==> config.mk <==
export PLATFORM = sky130hd
export DESIGN_NAME = nonblack_bounding_box_finder_unit
export DESIGN_NICKNAME = d
export VERILOG_FILES = /design/src/design/nbbf_pkg.sv /design/src/design/nonblack_bounding_box_finder_unit.sv
export SDC_FILE = /design/constraint.sdc
export NUM_CORES = 1
export LEC_CHECK = 0
export BUFFER_PORTS_ARGS = -buffer_cell sky130_fd_sc_hd__clkbuf_2
export CORE_MARGIN = 8
export CORE_UTILIZATION = 55
export CTS_CLUSTER_DIAMETER = 50
export DETAILED_ROUTE_END_ITERATION = 12
export GPL_TIMING_DRIVEN = 1
export MAX_ROUTING_LAYER = met4
export PLACE_DENSITY = 0.81
export SYNTH_ARGS = -nofsm -noshare
export SYNTH_HDL_FRONTEND = slang
export SYNTH_SLANG_ARGS = --single-unit
==> constraint.sdc <==
create_clock -name clock -period 10.2 [get_ports clock]
set_input_delay 1.02 -clock clock [delete_from_list [all_inputs] [get_ports clock]]
set_output_delay 1.02 -clock clock [all_outputs]
set_load 0.02 [all_outputs]
==> src/design/nbbf_pkg.sv <==
// Shared types and constants for the nonblack bounding box finder.
package nbbf_pkg;

   // Largest frame dimension the block supports
   localparam int MAX_DIMENSION = 4096;

   // Coordinate and dimension widths
   localparam int COORD_W = 12;
   localparam int DIM_W   = 13;

   // Reset values of the frame size registers
   localparam logic [DIM_W-1:0] WIDTH_RESET  = DIM_W'(1920);
   localparam logic [DIM_W-1:0] HEIGHT_RESET = DIM_W'(1080);

   // Register indexes on the configuration port
   localparam int CSR_INDEX_W = 1;
   localparam logic [CSR_INDEX_W-1:0] CSR_FRAME_WIDTH  = 1'b0;
   localparam logic [CSR_INDEX_W-1:0] CSR_FRAME_HEIGHT = 1'b1;

   // Result status codes
   localparam logic STATUS_FOUND = 1'b0;
   localparam logic STATUS_EMPTY = 1'b1;

   // One input pixel
   typedef struct packed {
      logic [7:0] red;
      logic [7:0] green;
      logic [7:0] blue;
   } req_type;

   // One frame result
   typedef struct packed {
      logic               status;
      logic [COORD_W-1:0] top_margin;
      logic [COORD_W-1:0] bottom_margin;
      logic [COORD_W-1:0] left_margin;
      logic [COORD_W-1:0] right_margin;
      logic [DIM_W-1:0]   crop_width;
      logic [DIM_W-1:0]   crop_height;
   } rsp_type;

   // Map a configured dimension onto the supported range
   function automatic logic [DIM_W-1:0] clamp_dim(input logic [DIM_W-1:0] value);
      logic [DIM_W-1:0] result;
      if (value == '0) begin
         result = DIM_W'(1);
      end else if (value > DIM_W'(MAX_DIMENSION)) begin
         result = DIM_W'(MAX_DIMENSION);
      end else begin
         result = value;
      end
      return result;
   endfunction

endpackage

==> src/design/nonblack_bounding_box_finder_unit.sv <==
// Top level of the nonblack bounding box finder.
//
// Usage: pixels of a frame arrive on the req_ channel in raster order, one
// transfer per pixel; a pixel is content when red, green or blue is nonzero.
// frame_width and frame_height are written on the csr_ port (always ready)
// while no pixel is in flight. On the last pixel of each frame one result
// transfer appears on the rsp_ channel: margins and crop size of the content
// box, or status empty with all other fields zero.
// Latency: the result is valid the cycle after the last pixel is taken.
// Throughput: one pixel per cycle while no frame-closing pixel is stalled;
// the single result register and the bound update before it set this figure.
// Receiver stall: the result holds; pixels keep flowing, and only the last
// pixel of the next frame is stalled while the previous result is unread.
// Reset: counters and the content flag clear, the size registers return to
// 1920 by 1080 and no result is pending.
module nonblack_bounding_box_finder_unit (
   input  logic                           clock,
   input  logic                           reset,
   input  logic                           req_valid,
   output logic                           req_stall,
   input  nbbf_pkg::req_type              req_data,
   output logic                           rsp_valid,
   input  logic                           rsp_stall,
   output nbbf_pkg::rsp_type              rsp_data,
   input  logic                           csr_valid,
   output logic                           csr_ready,
   input  logic [nbbf_pkg::CSR_INDEX_W-1:0] csr_index,
   input  logic [nbbf_pkg::DIM_W-1:0]     csr_wdata
);

   // Configuration registers
   logic [nbbf_pkg::DIM_W-1:0] width_ff, width_in;
   logic [nbbf_pkg::DIM_W-1:0] height_ff, height_in;

   // Position and bound state
   logic [nbbf_pkg::COORD_W-1:0] column_count_ff, column_count_in;
   logic [nbbf_pkg::COORD_W-1:0] row_count_ff, row_count_in;
   logic [nbbf_pkg::COORD_W-1:0] min_row_ff, min_row_in;
   logic [nbbf_pkg::COORD_W-1:0] max_row_ff, max_row_in;
   logic [nbbf_pkg::COORD_W-1:0] min_col_ff, min_col_in;
   logic [nbbf_pkg::COORD_W-1:0] max_col_ff, max_col_in;
   logic                         seen_content_ff, seen_content_in;

   // Result register
   logic              rsp_valid_ff, rsp_valid_in;
   nbbf_pkg::rsp_type rsp_data_ff, rsp_data_in;

   logic [nbbf_pkg::DIM_W-1:0] eff_width;
   logic [nbbf_pkg::DIM_W-1:0] eff_height;
   logic                       content;
   logic                       row_end;
   logic                       frame_end;
   logic                       req_take;

   // Frame geometry of the current pixel
   always_comb begin
      eff_width  = nbbf_pkg::clamp_dim(width_ff);
      eff_height = nbbf_pkg::clamp_dim(height_ff);
      content    = (req_data.red != 8'd0) || (req_data.green != 8'd0) ||
                   (req_data.blue != 8'd0);
      row_end    = ({1'b0, column_count_ff} + nbbf_pkg::DIM_W'(1)) >= eff_width;
      frame_end  = row_end &&
                   (({1'b0, row_count_ff} + nbbf_pkg::DIM_W'(1)) >= eff_height);
   end

   // Stall only the frame-closing pixel while the last result is unread
   assign req_stall = rsp_valid_ff && rsp_stall && frame_end;
   assign req_take  = req_valid && !req_stall;
   assign csr_ready = 1'b1;

   // Configuration writes
   always_comb begin
      width_in  = width_ff;
      height_in = height_ff;
      if (csr_valid) begin
         unique case (csr_index)
            nbbf_pkg::CSR_FRAME_WIDTH:  width_in  = csr_wdata;
            nbbf_pkg::CSR_FRAME_HEIGHT: height_in = csr_wdata;
            default: ;
         endcase
      end
   end

   // Bounds, counters and result for one pixel
   always_comb begin
      logic [nbbf_pkg::DIM_W-1:0] bottom_full;
      logic [nbbf_pkg::DIM_W-1:0] right_full;

      min_row_in      = min_row_ff;
      max_row_in      = max_row_ff;
      min_col_in      = min_col_ff;
      max_col_in      = max_col_ff;
      seen_content_in = seen_content_ff;
      column_count_in = column_count_ff;
      row_count_in    = row_count_ff;
      rsp_data_in     = rsp_data_ff;
      rsp_valid_in    = rsp_valid_ff && rsp_stall;
      bottom_full     = '0;
      right_full      = '0;

      // Grow the box, or open it on the first content pixel
      if (content) begin
         if (!seen_content_ff) begin
            min_row_in = row_count_ff;
            max_row_in = row_count_ff;
            min_col_in = column_count_ff;
            max_col_in = column_count_ff;
         end else begin
            if (row_count_ff < min_row_ff) min_row_in = row_count_ff;
            if (row_count_ff > max_row_ff) max_row_in = row_count_ff;
            if (column_count_ff < min_col_ff) min_col_in = column_count_ff;
            if (column_count_ff > max_col_ff) max_col_in = column_count_ff;
         end
         seen_content_in = 1'b1;
      end

      // Margins clip at zero when the frame shrank under the box
      if ({1'b0, max_row_in} < eff_height) begin
         bottom_full = eff_height - nbbf_pkg::DIM_W'(1) - {1'b0, max_row_in};
      end
      if ({1'b0, max_col_in} < eff_width) begin
         right_full = eff_width - nbbf_pkg::DIM_W'(1) - {1'b0, max_col_in};
      end

      if (req_take) begin
         if (frame_end) begin
            // Close the frame and load the result
            rsp_valid_in = 1'b1;
            if (seen_content_in) begin
               rsp_data_in.status        = nbbf_pkg::STATUS_FOUND;
               rsp_data_in.top_margin    = min_row_in;
               rsp_data_in.bottom_margin = bottom_full[nbbf_pkg::COORD_W-1:0];
               rsp_data_in.left_margin   = min_col_in;
               rsp_data_in.right_margin  = right_full[nbbf_pkg::COORD_W-1:0];
               rsp_data_in.crop_width    = {1'b0, max_col_in} - {1'b0, min_col_in}
                                           + nbbf_pkg::DIM_W'(1);
               rsp_data_in.crop_height   = {1'b0, max_row_in} - {1'b0, min_row_in}
                                           + nbbf_pkg::DIM_W'(1);
            end else begin
               rsp_data_in        = '0;
               rsp_data_in.status = nbbf_pkg::STATUS_EMPTY;
            end
            column_count_in = '0;
            row_count_in    = '0;
            seen_content_in = 1'b0;
         end else if (row_end) begin
            column_count_in = '0;
            row_count_in    = row_count_ff + nbbf_pkg::COORD_W'(1);
         end else begin
            column_count_in = column_count_ff + nbbf_pkg::COORD_W'(1);
         end
      end else begin
         // Drop any update from a pixel that was not taken
         min_row_in      = min_row_ff;
         max_row_in      = max_row_ff;
         min_col_in      = min_col_ff;
         max_col_in      = max_col_ff;
         seen_content_in = seen_content_ff;
      end
   end

   // Control state
   always_ff @(posedge clock) begin
      if (reset) begin
         width_ff        <= nbbf_pkg::WIDTH_RESET;
         height_ff       <= nbbf_pkg::HEIGHT_RESET;
         column_count_ff <= '0;
         row_count_ff    <= '0;
         seen_content_ff <= 1'b0;
         rsp_valid_ff    <= 1'b0;
      end else begin
         width_ff        <= width_in;
         height_ff       <= height_in;
         column_count_ff <= column_count_in;
         row_count_ff    <= row_count_in;
         seen_content_ff <= seen_content_in;
         rsp_valid_ff    <= rsp_valid_in;
      end
   end

   // Bounds and result payload
   always_ff @(posedge clock) begin
      min_row_ff  <= min_row_in;
      max_row_ff  <= max_row_in;
      min_col_ff  <= min_col_in;
      max_col_ff  <= max_col_in;
      rsp_data_ff <= rsp_data_in;
   end

   assign rsp_valid = rsp_valid_ff;
   assign rsp_data  = rsp_data_ff;

`ifndef NO_ASSERTIONS
   // The frame-closing pixel restarts the raster and presents a result
   assert property (@(posedge clock) disable iff (reset)
      req_take && frame_end |=> rsp_valid_ff && (column_count_ff == '0) &&
                                (row_count_ff == '0) && !seen_content_ff)
      else $error("frame end did not restart the raster with a result");

   // An empty frame reports a zero box
   assert property (@(posedge clock) disable iff (reset)
      rsp_valid_ff && (rsp_data_ff.status == nbbf_pkg::STATUS_EMPTY) |->
         (rsp_data_ff.crop_width == '0) && (rsp_data_ff.crop_height == '0) &&
         (rsp_data_ff.top_margin == '0) && (rsp_data_ff.left_margin == '0))
      else $error("empty frame reported a nonzero box");

   // A found box is never empty
   assert property (@(posedge clock) disable iff (reset)
      rsp_valid_ff && (rsp_data_ff.status == nbbf_pkg::STATUS_FOUND) |->
         (rsp_data_ff.crop_width != '0) && (rsp_data_ff.crop_height != '0))
      else $error("found box has zero size");

   // A pixel taken inside a frame leaves a stalled result untouched
   assert property (@(posedge clock) disable iff (reset)
      rsp_valid_ff && rsp_stall && !(req_take && frame_end) |=>
         rsp_valid_ff && $stable(rsp_data_ff))
      else $error("stalled result changed");
`endif

endmodule
Word-level counts from Yosys, hierarchy flattened
Index checks and enable logic that the tools add are counted.
{ "totals": {"output_inout_bits": 78, "ff_bits": 175, "memories": 0, "input_bits": 43, "latch_bits": 0, "ram_bits": 0, "mem_bits_ro": 0} }
{ "classes": {"n_reduce_logical": 19, "order_cmp": 10, "div_mod_pow": 0, "n_eq_ne": 0, "n_addsub": 12, "muxes": 27, "n_bitwise": 1, "shift": 0, "n_mul": 0} }
{ "ops": {"columns": ["cell", "count"], "rows": [
  ["$mux 12", 18],
  ["$mux 75", 1],
  ["$mux 13", 4],
  ["$add 12x1->13 const B", 2],
  ["$add 13x1->13 const B", 2],
  ["$ge 13x13->1", 2],
  ["$gt 13x13->1 const B", 2],
  ["$logic_not 13->1", 2],
  ["$lt 12x13->1", 2],
  ["$sub 12x12->13", 2],
  ["$add 12x1->12 const B", 2],
  ["$gt 12x12->1", 2],
  ["$lt 12x12->1", 2],
  ["$reduce_bool 8->1", 3],
  ["$sub 12x1->12 const B", 2],
  ["$sub 12x12->12", 2],
  ["$reduce_and 2->1", 6],
  ["$logic_and 1x1->1", 4],
  ["$mux 1", 4],
  ["$logic_or 1x1->1", 2],
  ["$reduce_bool 2->1", 1],
  ["$logic_not 1->1", 1],
  ["$not 1->1", 1]
]} }

Logic depth before layout (Yosys ltp)
Gate-level depths: netlist of the first run.
{ "logic_depth": {"ltp_word": 9, "mapped_depth": 25} }

Least setup slack after synthesis of the first run
Ideal clock, no wire load.
{ "synth_timing": {"kind": "register to register", "from": "register column_count_ff[2] in the netlist's numbering", "to": "register rsp_data_ff, in the netlist rsp_data[0] (enable)", "setup_ns": 0.723, "required_time_ns": 9.477, "stages_incl_launch_ff": 14, "arrival_ns": 10.427, "n_path_buf": 3, "setup_slack_ns": -0.950, "cell_sequence": "dfxtp_1 buf_2 nand3_1 or3_1 clkbuf_1 nor2_1 nand3_1 xnor2_1 ha_1 o21a_1 o211a_1 clkbuf_1 nor2_1 nor4b_1"} }
{ "synth_between": {"elab_chain_cells": 7} }
{ "synth_rtl": {"columns": ["element", "line", "source"], "rows": [
  ["from (decl)", "nonblack_bounding_box_finder_unit.sv:36", "logic [nbbf_pkg::COORD_W-1:0] column_count_ff, column_count_in;"],
  ["from (signal assigned)", "nonblack_bounding_box_finder_unit.sv:174", "column_count_ff <= column_count_in;"],
  ["$add 12x1->13 (*)", "nonblack_bounding_box_finder_unit.sv:61", "row_end = ({1'b0, column_count_ff} + nbbf_pkg::DIM_W'(1)) >= eff_width;"],
  ["$ge 13x13->1 (*)", "nonblack_bounding_box_finder_unit.sv:61", null],
  ["$logic_and 1x1->1 (*)", "nonblack_bounding_box_finder_unit.sv:62", "frame_end = row_end &&"],
  ["$logic_and 1x1->1", "nonblack_bounding_box_finder_unit.sv:67", "assign req_stall = rsp_valid_ff && rsp_stall && frame_end;"],
  ["$logic_not 1->1", "nonblack_bounding_box_finder_unit.sv:68", "assign req_take = req_valid && !req_stall;"],
  ["$logic_and 1x1->1", "nonblack_bounding_box_finder_unit.sv:68", null],
  ["$reduce_and 2->1 (no source line) (*)", null, null],
  ["to (signal assigned)", "nonblack_bounding_box_finder_unit.sv:187", "rsp_data_ff <= rsp_data_in;"],
  ["to (decl)", "nonblack_bounding_box_finder_unit.sv:46", "nbbf_pkg::rsp_type rsp_data_ff, rsp_data_in;"]
]} }
Mark *: on every way between the ends. The rest lies on a longest branch, timed or not.
A chain may end at the register's enable or synchronous reset.

Final worst setup path of the first run
{ "layout_timing": {"from": "register column_count_ff[5] in the netlist's numbering", "to": "register rsp_data_ff, in the netlist rsp_data[24], data pin"} }
{ "layout_between": {"elab_chain_cells": 6} }
{ "layout_rtl": {"columns": ["element", "line", "source"], "rows": [
  ["$gt 12x12->1 or $lt 12x12->1 (tied branches)", "nonblack_bounding_box_finder_unit.sv:112, nonblack_bounding_box_finder_unit.sv:111", null],
  ["$mux 12 (on tied branches)", "nonblack_bounding_box_finder_unit.sv:112, nonblack_bounding_box_finder_unit.sv:111", null],
  ["$mux 12", "nonblack_bounding_box_finder_unit.sv:103", "if (!seen_content_ff) begin"],
  ["$mux 12", "nonblack_bounding_box_finder_unit.sv:102", "if (content) begin"],
  ["$sub 12x12->13 (*)", "nonblack_bounding_box_finder_unit.sv:135", "rsp_data_in.crop_width = {1'b0, max_col_in} - {1'b0, min_col_in}"],
  ["$add 13x1->13 (*)", "nonblack_bounding_box_finder_unit.sv:136", "+ nbbf_pkg::DIM_W'(1);"]
]} }
Marked as above.

==> out/results.ini, run 1 <==
[logic_synthesis]
synth.avg_cell_area_sq_um = 9.46
yosysWarnings = 0
async_reset_ff_share_pct = 0
postSynthCellCount = 1255
synth.distinct_cells = 66
seq_area_frac_synth_pct = 39.9
ys.flop_type = edfxtp_1
synth_edf_count = 123
yosys.area.top_type_share_pct = 31.1
synthTopCellsByArea = edfxtp_1 (31%), ha_1 (17%), dfxtp_1 (8.8%)
synth_area_sq_um = 11900
syn_nets = 1465
synth_common_cells = ha_1 (163), nand2_1 (134), edfxtp_1 (123)
yosysTopAreaCell = edfxtp_1
synth.most_common_cell = ha_1
ys_seq_elements = 175

[worst_hold_path]
min_from = width_ff[0]$_SDFFE_PP0P_
whs_path_depth = 2
hp-class = reg2reg
min_to = width_ff[0]$_SDFFE_PP0P_

[sta]
setup_ws_ns = 4.93
hold_violations = 0
max_slew_margin_pct = 27.4
tns_ns = 0
fmax_mhz = 190
fin_crit_sh_pct = 51.7
maxSlewViolCount = 0
skew_ns = 0.0123
fin_crit_ns = 5.27
rsz0062_at_grt = false
tightest_slew_ns = 1.08
setup_viol = 0

[placement]
portBuffers = 119
dp_hpwl_um = 22400
pre_cts_slack_ns = 4.62
gp_congestion = 0.911

[layout]
n_antenna_cell = 0
drive_gt1_share_pct = 13.6
final_core_util_pct = 63.1
fillers = 1753
syn_to_final_growth_pct = 12.0
nets = 1561

[clock_tree]
hold_buffers = 0
clock_path_buffers = 2
cts_tree = done
cts_root_buf = clkbuf_16
clk_latency_ns = 0.43
cts_sinks = 175
cts_resized = 0
cts_max_level = 4
post-cts-setup-buffers = 0
numCtsBuffers = 17
path_clk_slew_ns = 0.07

[global_routing]
grt-ovfl-total = 0
antenna_found_initial = 0
grt_pass1_vias = 9266
grt_max_degree = 77
grtUsageTotal_pct = 22.6
grt_pass1_wl_um = 47000

[die]
core_sq_um = 21100
die-width_um = 163
num_rows = 53
die_y_um = 163
start_util_pct = 56.3
die_area_sq_um = 26500
io_pins = 121

[critical_path]
worst_setup_path_end_kind = flop
r2r-end = rsp_data[24]$_SDFFCE_PP0P_
worstReg2RegStart = column_count_ff[5]$_SDFFE_PP0P_
worstPathArrival_ns = 5.44
start_kind = flop
critPathKind = reg2reg
r2r_slack_ns = 4.93
cp_data_required_time_ns = 10.37
worstPathMaxFanout = 12
crit_start = column_count_ff[5]$_SDFFE_PP0P_
reg2regPathDepth = 19

[power]
peakVddDrop_v = 0.000114
power.density_nw_per_um2 = 134
leakagePower_nw = 6.32

[routing]
drtPass1Iterations = 5
dr.first_iter.drc_count = 672
vias = 9474
drcViolationCount = 0
antenna_left = 0
vias_per_cell = 5.78
wire_per_inst_um = 17.8
finalWirelength_um = 29200

[run_status]
status = complete, no violations

[run]
maxCapViolCount = 0

[placed cells by master (no fill, tap or decap), types with 8 or more instances in the layout]
master	count
nand2b_1	14
clkbuf_2	119
nand4_1	10
and3_1	8
xor2_1	25
nor2b_1	27
xnor2_1	25
ha_1	163
o21ai_0	41
nor4_1	18
and2_1	10
dfxtp_1	52
mux2_2	12
nand2_1	134
nor3_1	39
mux2i_1	36
a211oi_1	11
inv_1	118
nand3_1	33
nor2_1	97
o21a_1	11
o211ai_1	8
a31oi_1	11
a21oi_1	78
clkbuf_16	17
edfxtp_1	123
a21o_1	25
[worst max-delay path by stage]
stage	to	slack, ns
floorplan	rsp_data[0]$_SDFFCE_PP0P_	2.84
global placement	rsp_data[11]$_SDFFCE_PP0P_	4.83
detailed placement	rsp_data[11]$_SDFFCE_PP0P_	4.62
CTS	rsp_data[24]$_SDFFCE_PP0P_	4.93
global route	rsp_data[24]$_SDFFCE_PP0P_	4.50
finish	rsp_data[24]$_SDFFCE_PP0P_	4.93
[per-layer routing]
layer  global-route usage [%]  vias to the layer above  routed length, um
met3                     3.69                       32               1860
met1                     29.2                     4498              13200
met5                        -                        -                  0
met4                     6.30                        0                416
met2                     36.3                      320              13700
li1                         -                     4624                  -
[report_power, final]
part | switching, mW | internal, mW | total (mW) | leakage [nW]
Sequential | 0.0130 | 0.789 | 0.802 | 1.60
Clock | 0.293 | 0.389 | 0.682 | 0.291
Combinational | 0.173 | 0.128 | 0.301 | 4.43
[area by class of cell]
cell class	count	area, sq um	share of cell area, %
clock inverter	15	184	1.38
inverter	121	454	3.42
sequential	175	4730	35.6
multi-input combinational	911	6510	49.0
tap	275	344	2.59
clock buffer	17	425	3.20
timing repair buffer	125	641	4.82
[metrics by stage]
step	hold slack, ns	total power, mW	cells	area (sq um)
6_report	0.470	1.78	1639	13300
4_1_cts	0.469	1.79	1639	13300
3_5_place_dp	0.458	1.11	1607	12700
3_3_place_gp	0.459	1.10	1607	12700
5_1_grt	0.493	1.86	1639	13300
2_1_floorplan	0.436	1.04	1255	11900
[sequential cells by signal, summed over array words and instances, names as in the netlist]
name,flops
column_count_ff,12
height_ff,13
max_col_ff,12
max_row_ff,12
min_col_ff,12
min_row_ff,12
row_count_ff,12
rsp_data,75
rsp_valid,1
seen_content_ff,1
width_ff,13
[critical path: stages (launching register included)]
cell and delay, ns:
dfxtp_1 0.58, ha_1 0.32, a21o_1 0.16, a21oi_1 0.12, o21ai_1 0.09, a2111oi_2 0.38, o221a_2 0.51, mux2_1 0.41
ha_1 0.29, inv_1 0.04, ha_1 0.21, fa_1 0.40, a21o_1 0.17, a21oi_1 0.23, o21bai_1 0.11, a2111oi_0 0.40
nor3_1 0.15, a31oi_1 0.23, xor2_1 0.16, nor2_1 0.05
[cells by family after synthesis]
| logic type | count (synthesis) | synth area share [%] |
|---|---|---|
| AOI/OAI and AO/OA | 227 | 12.3 |
| xor gates and xnor gates | 50 | 3.69 |
| adders and majority gates | 167 | 17.8 |
| buffers and inverters | 169 | 5.53 |
| DFF | 175 | 39.9 |
| muxes | 49 | 4.27 |
| other | 1 | 0.0316 |
| and+or+nand+nor | 417 | 16.5 |
Note: power is estimated with default switching activity, not from simulation.
==> inputs of run 2 (changes only) <==
- ABC_AREA: unset -> 1
- CORE_UTILIZATION: 55 -> 60
- PLACE_DENSITY: 0.81 -> 0.84
- clock period: 10.2 -> 5.4 ns (I/O delays scaled with it)
==> run 2 against run 1 <==
Synthesized area up 0.58%. Setup slack worse by 4.4 ns. Global-route usage up 0.63 points. Via count up 3.6%. Sequential share of layout area down 0.17 points. Die area down 7.1%. Clock skew down 0.0015 ns. Largest cell class unchanged.
==> out/results.ini, run 2 <==
[logic_synthesis]
ys_seq_elements = 175  ; unchanged
syn_nets = 1634  ; was 1465
synth.avg_cell_area_sq_um = 8.39  ; was 9.46 sq um
yosysWarnings = 0  ; unchanged
postSynthCellCount = 1424  ; was 1255
synth_common_cells = nand2_1 (250), inv_1 (249), ha_1 (163)  ; was ha_1 (163), nand2_1 (134), edfxtp_1 (123)
synth_area_sq_um = 11900  ; about the same
yosysTopAreaCell = edfxtp_1  ; unchanged
yosys.area.top_type_share_pct = 30.9  ; was 31.1%
ys.flop_type = edfxtp_1  ; unchanged
synth.most_common_cell = nand2_1  ; was ha_1
synth.distinct_cells = 55  ; was 66
synth_edf_count = 123  ; unchanged
async_reset_ff_share_pct = 0  ; unchanged
synthTopCellsByArea = edfxtp_1 (31%), ha_1 (17%), dfxtp_1 (8.7%)  ; was edfxtp_1 (31%), ha_1 (17%), dfxtp_1 (8.8%)
seq_area_frac_synth_pct = 39.6  ; was 39.9%

[sta]
setup_ws_ns = 0.554  ; was 4.93 ns
skew_ns = 0.0108  ; was 0.0123 ns
tns_ns = 0  ; unchanged
fin_crit_sh_pct = 89.7  ; was 51.7%
rsz0062_at_grt = false  ; unchanged
tightest_slew_ns = 0.973  ; was 1.08 ns
maxSlewViolCount = 0  ; unchanged
max_slew_margin_pct = 34.5  ; was 27.4%
fin_crit_ns = 4.85  ; was 5.27 ns
hold_violations = 0  ; unchanged
setup_viol = 0  ; unchanged
fmax_mhz = 206  ; was 190 MHz

[clock_tree]
cts_root_buf = clkbuf_16  ; unchanged
clk_latency_ns = 0.44  ; was 0.43 ns
hold_buffers = 0  ; unchanged
cts_max_level = 4  ; unchanged
cts_resized = 0  ; unchanged
cts_tree = done  ; unchanged
numCtsBuffers = 17  ; unchanged
clock_path_buffers = 2  ; unchanged
cts_sinks = 175  ; unchanged
post-cts-setup-buffers = 0  ; unchanged
path_clk_slew_ns = 0.07  ; about the same

[critical_path]
worst_setup_path_end_kind = flop  ; unchanged
r2r_slack_ns = 0.55  ; was 4.93 ns
worst_path_max_delay_cell = dfxtp_1  ; unchanged
critPathKind = reg2reg  ; unchanged
start_kind = flop  ; unchanged
r2r-end = rsp_data[11]$_SDFFCE_PP0P_  ; was rsp_data[24]$_SDFFCE_PP0P_
critPathMaxStageDelay_ns = 0.48  ; was 0.58 ns
worstPathArrival_ns = 5.03  ; was 5.44 ns
crit_path_frequent_cell = nand2_1  ; was ha_1
worstReg2RegStart = row_count_ff[3]$_SDFFE_PP0P_  ; was column_count_ff[5]$_SDFFE_PP0P_
cp_data_required_time_ns = 5.59  ; was 10.37 ns
reg2regPathDepth = 27  ; was 19
worstPathMaxFanout = 23  ; was 12

[layout]
fin_area_sq_um = 13400  ; was 13300 sq um
nets = 1751  ; was 1561
syn_to_final_growth_pct = 11.9  ; was 12.0%
final_cell_mix = nand2_1 (250), inv_1 (247), ha_1 (163)  ; was ha_1 (163), nand2_1 (134), edfxtp_1 (123)
final_core_util_pct = 68.4  ; was 63.1%
layout_commonest_cell = nand2_1  ; was ha_1
drive_gt1_share_pct = 13.9  ; was 13.6%
largest_reg_flops = 75  ; unchanged
n_antenna_cell = 0  ; unchanged

[routing]
finalWirelength_um = 27400  ; was 29200 um
drtPass1Iterations = 5  ; unchanged
dr.first_iter.drc_count = 734  ; was 672
drcViolationCount = 0  ; unchanged
routed.top_layer = met4  ; unchanged
antenna_left = 0  ; unchanged
wl_met3_um = 2130  ; was 1860 um
vias = 9816  ; was 9474
wl_met1_um = 13200  ; about the same
wire_per_inst_um = 15.1  ; was 17.8 um
vias_per_cell = 5.40  ; was 5.78
wl_met2_um = 11600  ; was 13700 um

[global_routing]
grt_pass1_vias = 9354  ; was 9266
grt-ovfl-total = 0  ; unchanged
antenna_found_initial = 0  ; unchanged
grtUsageTotal_pct = 23.3  ; was 22.6%
grt_max_degree = 53  ; was 77
grt_pass1_wl_um = 44500  ; was 47000 um

[worst_hold_path]
whs_path_depth = 3  ; was 2
min_to = height_ff[10]$_SDFFE_PP1P_  ; was width_ff[0]$_SDFFE_PP0P_
hp-class = in2reg  ; was reg2reg
min_from = csr_wdata[10]  ; was width_ff[0]$_SDFFE_PP0P_

[placement]
pre_cts_slack_ns = 0.692  ; was 4.62 ns
dp_hpwl_um = 20800  ; was 22400 um
place_area_sq_um = 12800  ; was 12700 sq um
portBuffers = 119  ; unchanged
gp_congestion = 0.946  ; was 0.911

[power]
finalPower_mw = 4.47  ; was 1.78 mW
power.density_nw_per_um2 = 335  ; was 134 nW/um^2
peakVddDrop_v = 0.000229  ; was 0.000114 V
leakagePower_nw = 6.70  ; was 6.32 nW

[run]
maxCapViolCount = 0  ; unchanged

[die]
num_rows = 51  ; was 53
die_area_sq_um = 24700  ; was 26500 sq um
core_sq_um = 19500  ; was 21100 sq um
io_pins = 121  ; unchanged
die-width_um = 157  ; was 163 um
die_y_um = 157  ; was 163 um
start_util_pct = 61.2  ; was 56.3%

[run_status]
status = complete, no violations  ; unchanged

==> run 2: cell types whose count changed after synthesis, moves of 14 or more <==
| cell | delta |
|---|---|
| a21o_1 | -23 |
| a21oi_1 | +41 |
| clkbuf_1 | -24 |
| inv_1 | +131 |
| mux2i_1 | -36 |
| nand2_1 | +116 |
| nand2b_1 | -14 |
| nor2_1 | +39 |
| nor2b_1 | -27 |
| nor3_1 | -31 |
| nor4_1 | -16 |
| o21ai_0 | +56 |
==> run 2: cell families (layout without fill, tap and decap cells) <==
logic type      after synthesis  in the layout  share of synthesized area [%]
fa+ha+maj                   167            167                           17.7
other cells                   1              1                         0.0314
buf+inv                     285            415                           9.34
compound gates              264            264                           12.1
simple gates                494            494                           18.4
flops                       175            175                           39.6
xor+xnor                     38             38                           2.79
==> run 2: cell type report <==
cell class | instances | area [sq um]
Fill cell | 1544 | 6170
Multi-Input combinational cell | 964 | 6090
Sequential cell | 175 | 4730
Inverter | 257 | 971
Timing Repair Buffer | 126 | 661
Clock buffer | 25 | 523
Tap cell | 265 | 332
Clock inverter | 7 | 46.3
==> run 2: worst max-delay path: cells and delay by family, from the launching register on <==
kind	cells	cell delay, ns
simple gates	11	1.10
fa+ha+maj	4	1.24
compound gates	9	1.42
buf+inv	3	0.36
flops	1	0.48
==> run 2: metal layers <==
metal | global-route usage (%) | up-vias
li1 | - | 4946
met1 | 32.4 | 4438
met2 | 33.8 | 393
met3 | 4.33 | 39
met4 | 7.43 | 0
met5 | - | -
==> run 2: how the worst max path moves through the flow <==
stage                                               start                    endpoint  cells after the start
after floorplan           column_count_ff[0]$_SDFFE_PP0P_   rsp_data[0]$_SDFFCE_PP0P_                     18
after global placement       row_count_ff[3]$_SDFFE_PP0P_  rsp_data[11]$_SDFFCE_PP0P_                     27
after detailed placement     row_count_ff[3]$_SDFFE_PP0P_  rsp_data[11]$_SDFFCE_PP0P_                     27
after CTS                    row_count_ff[3]$_SDFFE_PP0P_  rsp_data[11]$_SDFFCE_PP0P_                     27
after global routing         row_count_ff[3]$_SDFFE_PP0P_  rsp_data[11]$_SDFFCE_PP0P_                     27
final                        row_count_ff[3]$_SDFFE_PP0P_  rsp_data[11]$_SDFFCE_PP0P_                     27
==> run 2: through the flow <==
stage          std cells  hold WS [ns]
2_1_floorplan       1424         0.444
3_3_place_gp        1787         0.463
3_5_place_dp        1787         0.464
4_1_cts             1819         0.324
5_1_grt             1819         0.340
6_report            1819         0.331
==> run 2: where the power goes <==
| group | switching (mW) | total, mW | internal, mW | leakage [nW] |
|---|---|---|---|---|
| logic | 0.994 | 1.59 | 0.596 | 4.81 |
| registers | 0.0551 | 1.67 | 1.61 | 1.60 |
| clock network | 0.536 | 1.21 | 0.679 | 0.291 |
| total | 1.58 | 4.47 | 2.89 | 6.70 |
==> inputs of run 3 (changes only) <==
- CORE_MARGIN: 8 -> 5
- CORE_UTILIZATION: 60 -> 55
- PLACE_DENSITY: 0.84 -> 0.81
- clock period: 5.4 -> 4.32 ns (I/O delays scaled with it)
==> run 3 against run 2 <==
First-iteration DRC count increased by 22%. Combinational power increased by 35%. Fmax increased by 20%. Total power increased by 29%. Global-route usage increased by 0.63 points. Clock skew increased by 0.0029 ns. Sequential power increased by 25%. Critical path depth decreased by 3. Sequential share of layout area decreased by 1.0 points. Via count increased by 2.4%. Non-clock buffer count increased by 33. Critical path type unchanged. Critical endpoint is now rsp_data[10]$_SDFFCE_PP0P_.
==> out/results.ini, run 3 (synthesis gave the netlist of run 2 again) <==
[run_status]
status = complete, no violations  ; unchanged

[global_routing]
grt_pass1_vias = 9299  ; was 9354
grtUsageTotal_pct = 23.9  ; was 23.3%
grt_pass1_wl_um = 45800  ; was 44500 um
antenna_found_initial = 0  ; unchanged
grt_max_degree = 53  ; unchanged
grt-ovfl-total = 0  ; unchanged

[layout]
layout_commonest_cell = nand2_1  ; unchanged
final_core_util_pct = 63.7  ; was 68.4%
largest_reg_flops = 75  ; unchanged
drive_gt1_share_pct = 17.2  ; was 13.9%
n_antenna_cell = 0  ; unchanged
syn_to_final_growth_pct = 15.4  ; was 11.9%
nets = 1786  ; was 1751
final_cell_mix = nand2_1 (249), inv_1 (247), ha_1 (162)  ; was nand2_1 (250), inv_1 (247), ha_1 (163)

[power]
leakagePower_nw = 6.91  ; was 6.70 nW
finalPower_mw = 5.77  ; was 4.47 mW
power.density_nw_per_um2 = 419  ; was 335 nW/um^2
peakVddDrop_v = 0.000272  ; was 0.000229 V

[sta]
tightest_slew_ns = 0.746  ; was 0.973 ns
fin_crit_sh_pct = 93.8  ; was 89.7%
maxSlewViolCount = 0  ; unchanged
setup_ws_ns = 0.267  ; was 0.554 ns
tns_ns = 0  ; unchanged
setup_viol = 0  ; unchanged
fin_crit_ns = 4.05  ; was 4.85 ns
fmax_mhz = 247  ; was 206 MHz
max_slew_margin_pct = 49.7  ; was 34.5%
hold_violations = 0  ; unchanged
skew_ns = 0.0137  ; was 0.0108 ns

[placement]
gp_congestion = 0.923  ; was 0.946
portBuffers = 119  ; unchanged
pre_cts_slack_ns = 0.108  ; was 0.692 ns
dp_hpwl_um = 22500  ; was 20800 um

[routing]
drcViolationCount = 0  ; unchanged
drtPass1Iterations = 6  ; was 5
vias_per_cell = 5.38  ; was 5.40
finalWirelength_um = 29100  ; was 27400 um
wire_per_inst_um = 15.5  ; was 15.1 um
vias = 10100  ; was 9816
dr.first_iter.drc_count = 898  ; was 734
antenna_left = 0  ; unchanged

[critical_path]
start_kind = flop  ; unchanged
r2r_slack_ns = 0.27  ; was 0.55 ns
cp_data_required_time_ns = 4.50  ; was 5.59 ns
worst_setup_path_end_kind = flop  ; unchanged
worstPathArrival_ns = 4.23  ; was 5.03 ns
critPathKind = reg2reg  ; unchanged
worstReg2RegStart = max_row_ff[3]$_DFFE_PP_  ; was row_count_ff[3]$_SDFFE_PP0P_
reg2regPathDepth = 24  ; was 27
r2r-end = rsp_data[10]$_SDFFCE_PP0P_  ; was rsp_data[11]$_SDFFCE_PP0P_
worstPathMaxFanout = 18  ; was 23

[worst_hold_path]
whs_path_depth = 3  ; unchanged
min_from = csr_wdata[9]  ; was csr_wdata[10]
hp-class = in2reg  ; unchanged
min_to = width_ff[9]$_SDFFE_PP1P_  ; was height_ff[10]$_SDFFE_PP1P_

[run]
maxCapViolCount = 0  ; unchanged

[clock_tree]
cts_tree = done  ; unchanged
clock_path_buffers = 2  ; unchanged
cts_sinks = 175  ; unchanged
cts_max_level = 4  ; unchanged
numCtsBuffers = 17  ; unchanged
path_clk_slew_ns = 0.07  ; about the same
cts_root_buf = clkbuf_16  ; unchanged
hold_buffers = 0  ; unchanged
clk_latency_ns = 0.44  ; about the same

[die]
core_sq_um = 21600  ; was 19500 sq um
die-width_um = 157  ; about the same
die_area_sq_um = 24800  ; was 24700 sq um
num_rows = 54  ; was 51
io_pins = 121  ; unchanged
die_y_um = 157  ; about the same
start_util_pct = 55.2  ; was 61.2%

-- run 3: cell count changes in the layout (fill, tap and decap cells not counted), sizes merged --
cell,before,now
buf,7,40
inv,257,262
clkbuf,144,141
clkinv,6,3
clkinvlp,1,3
nand2,258,259
-- run 3: repair_timing --
action                                 in CTS  in global routing
setup buffers                               0                  3
setup endpoints to repair                   0                 70
resized for setup                           0                 34
endpoints found under the hold margin       0                  0
-- run 3: critical path: stages, from the launching register on --
cell,delay (ns)
edfxtp_1,0.37
inv_1,0.08
ha_1,0.26
a21oi_2,0.14
o211ai_1,0.10
a21oi_1,0.15
nor2_1,0.05
o21ai_1,0.12
nand2_1,0.10
nand2_4,0.14
buf_8,0.16
nand2_1,0.06
o21ai_1,0.10
inv_1,0.11
ha_1,0.30
ha_1,0.27
inv_1,0.07
o21bai_2,0.24
nand2_1,0.10
nand2_1,0.09
a21oi_1,0.09
o21ai_0,0.32
a21oi_1,0.15
o21ai_0,0.17
a21oi_1,0.05
-- run 3: through the flow --
step | instances | hold WS [ns] | instance area, sq um
3_5_place_dp | 1832 | 0.471 | 13100
5_1_grt | 1869 | 0.235 | 13800
2_1_floorplan | 1424 | 0.444 | 12000
3_3_place_gp | 1832 | 0.463 | 13100
4_1_cts | 1864 | 0.212 | 13600
6_report | 1869 | 0.218 | 13800
-- run 3: power by group --
group | internal [mW] | switching, mW | total, mW
logic | 0.803 | 1.35 | 2.15
registers | 2.01 | 0.0625 | 2.08
clock network | 0.834 | 0.703 | 1.54
total | 3.65 | 2.12 | 5.77
-- run 3: area by class of cell --
class	count	area (sq um)
clock inverters	10	85.1
repair inverters	1	7.51
multi-input cells	965	6190
inverters	257	975
clock buffers	22	495
well taps	280	350
flip-flops and latches	175	4740
repair buffers	159	928
fillers	1763	7840
-- run 3: how the worst max path moves through the flow --
stage	from	end	slack, ns	cells past startpoint
2_1_floorplan	column_count_ff[0]$_SDFFE_PP0P_	rsp_data[0]$_SDFFCE_PP0P_	-0.42	20
3_3_place_gp	min_row_ff[1]$_DFFE_PP_	rsp_data[11]$_SDFFCE_PP0P_	0.22	27
3_5_place_dp	min_row_ff[1]$_DFFE_PP_	rsp_data[11]$_SDFFCE_PP0P_	0.11	27
4_1_cts	min_row_ff[1]$_DFFE_PP_	rsp_data[11]$_SDFFCE_PP0P_	0.09	27
5_1_grt	max_row_ff[3]$_DFFE_PP_	rsp_data[11]$_SDFFCE_PP0P_	-0.005	27
6_report	max_row_ff[3]$_DFFE_PP_	rsp_data[10]$_SDFFCE_PP0P_	0.27	24
-- run 3: metal layers --
metal | share of wire, % | vias to the layer above | GRT usage, % | routed length, um
met5 | 0 | - | - | 0
met4 | 1.5 | 0 | 5.49 | 422
met3 | 7.4 | 32 | 3.19 | 2140
met2 | 44 | 389 | 36.0 | 12700
met1 | 47 | 4622 | 34.6 | 13800
li1 | - | 5009 | - | -
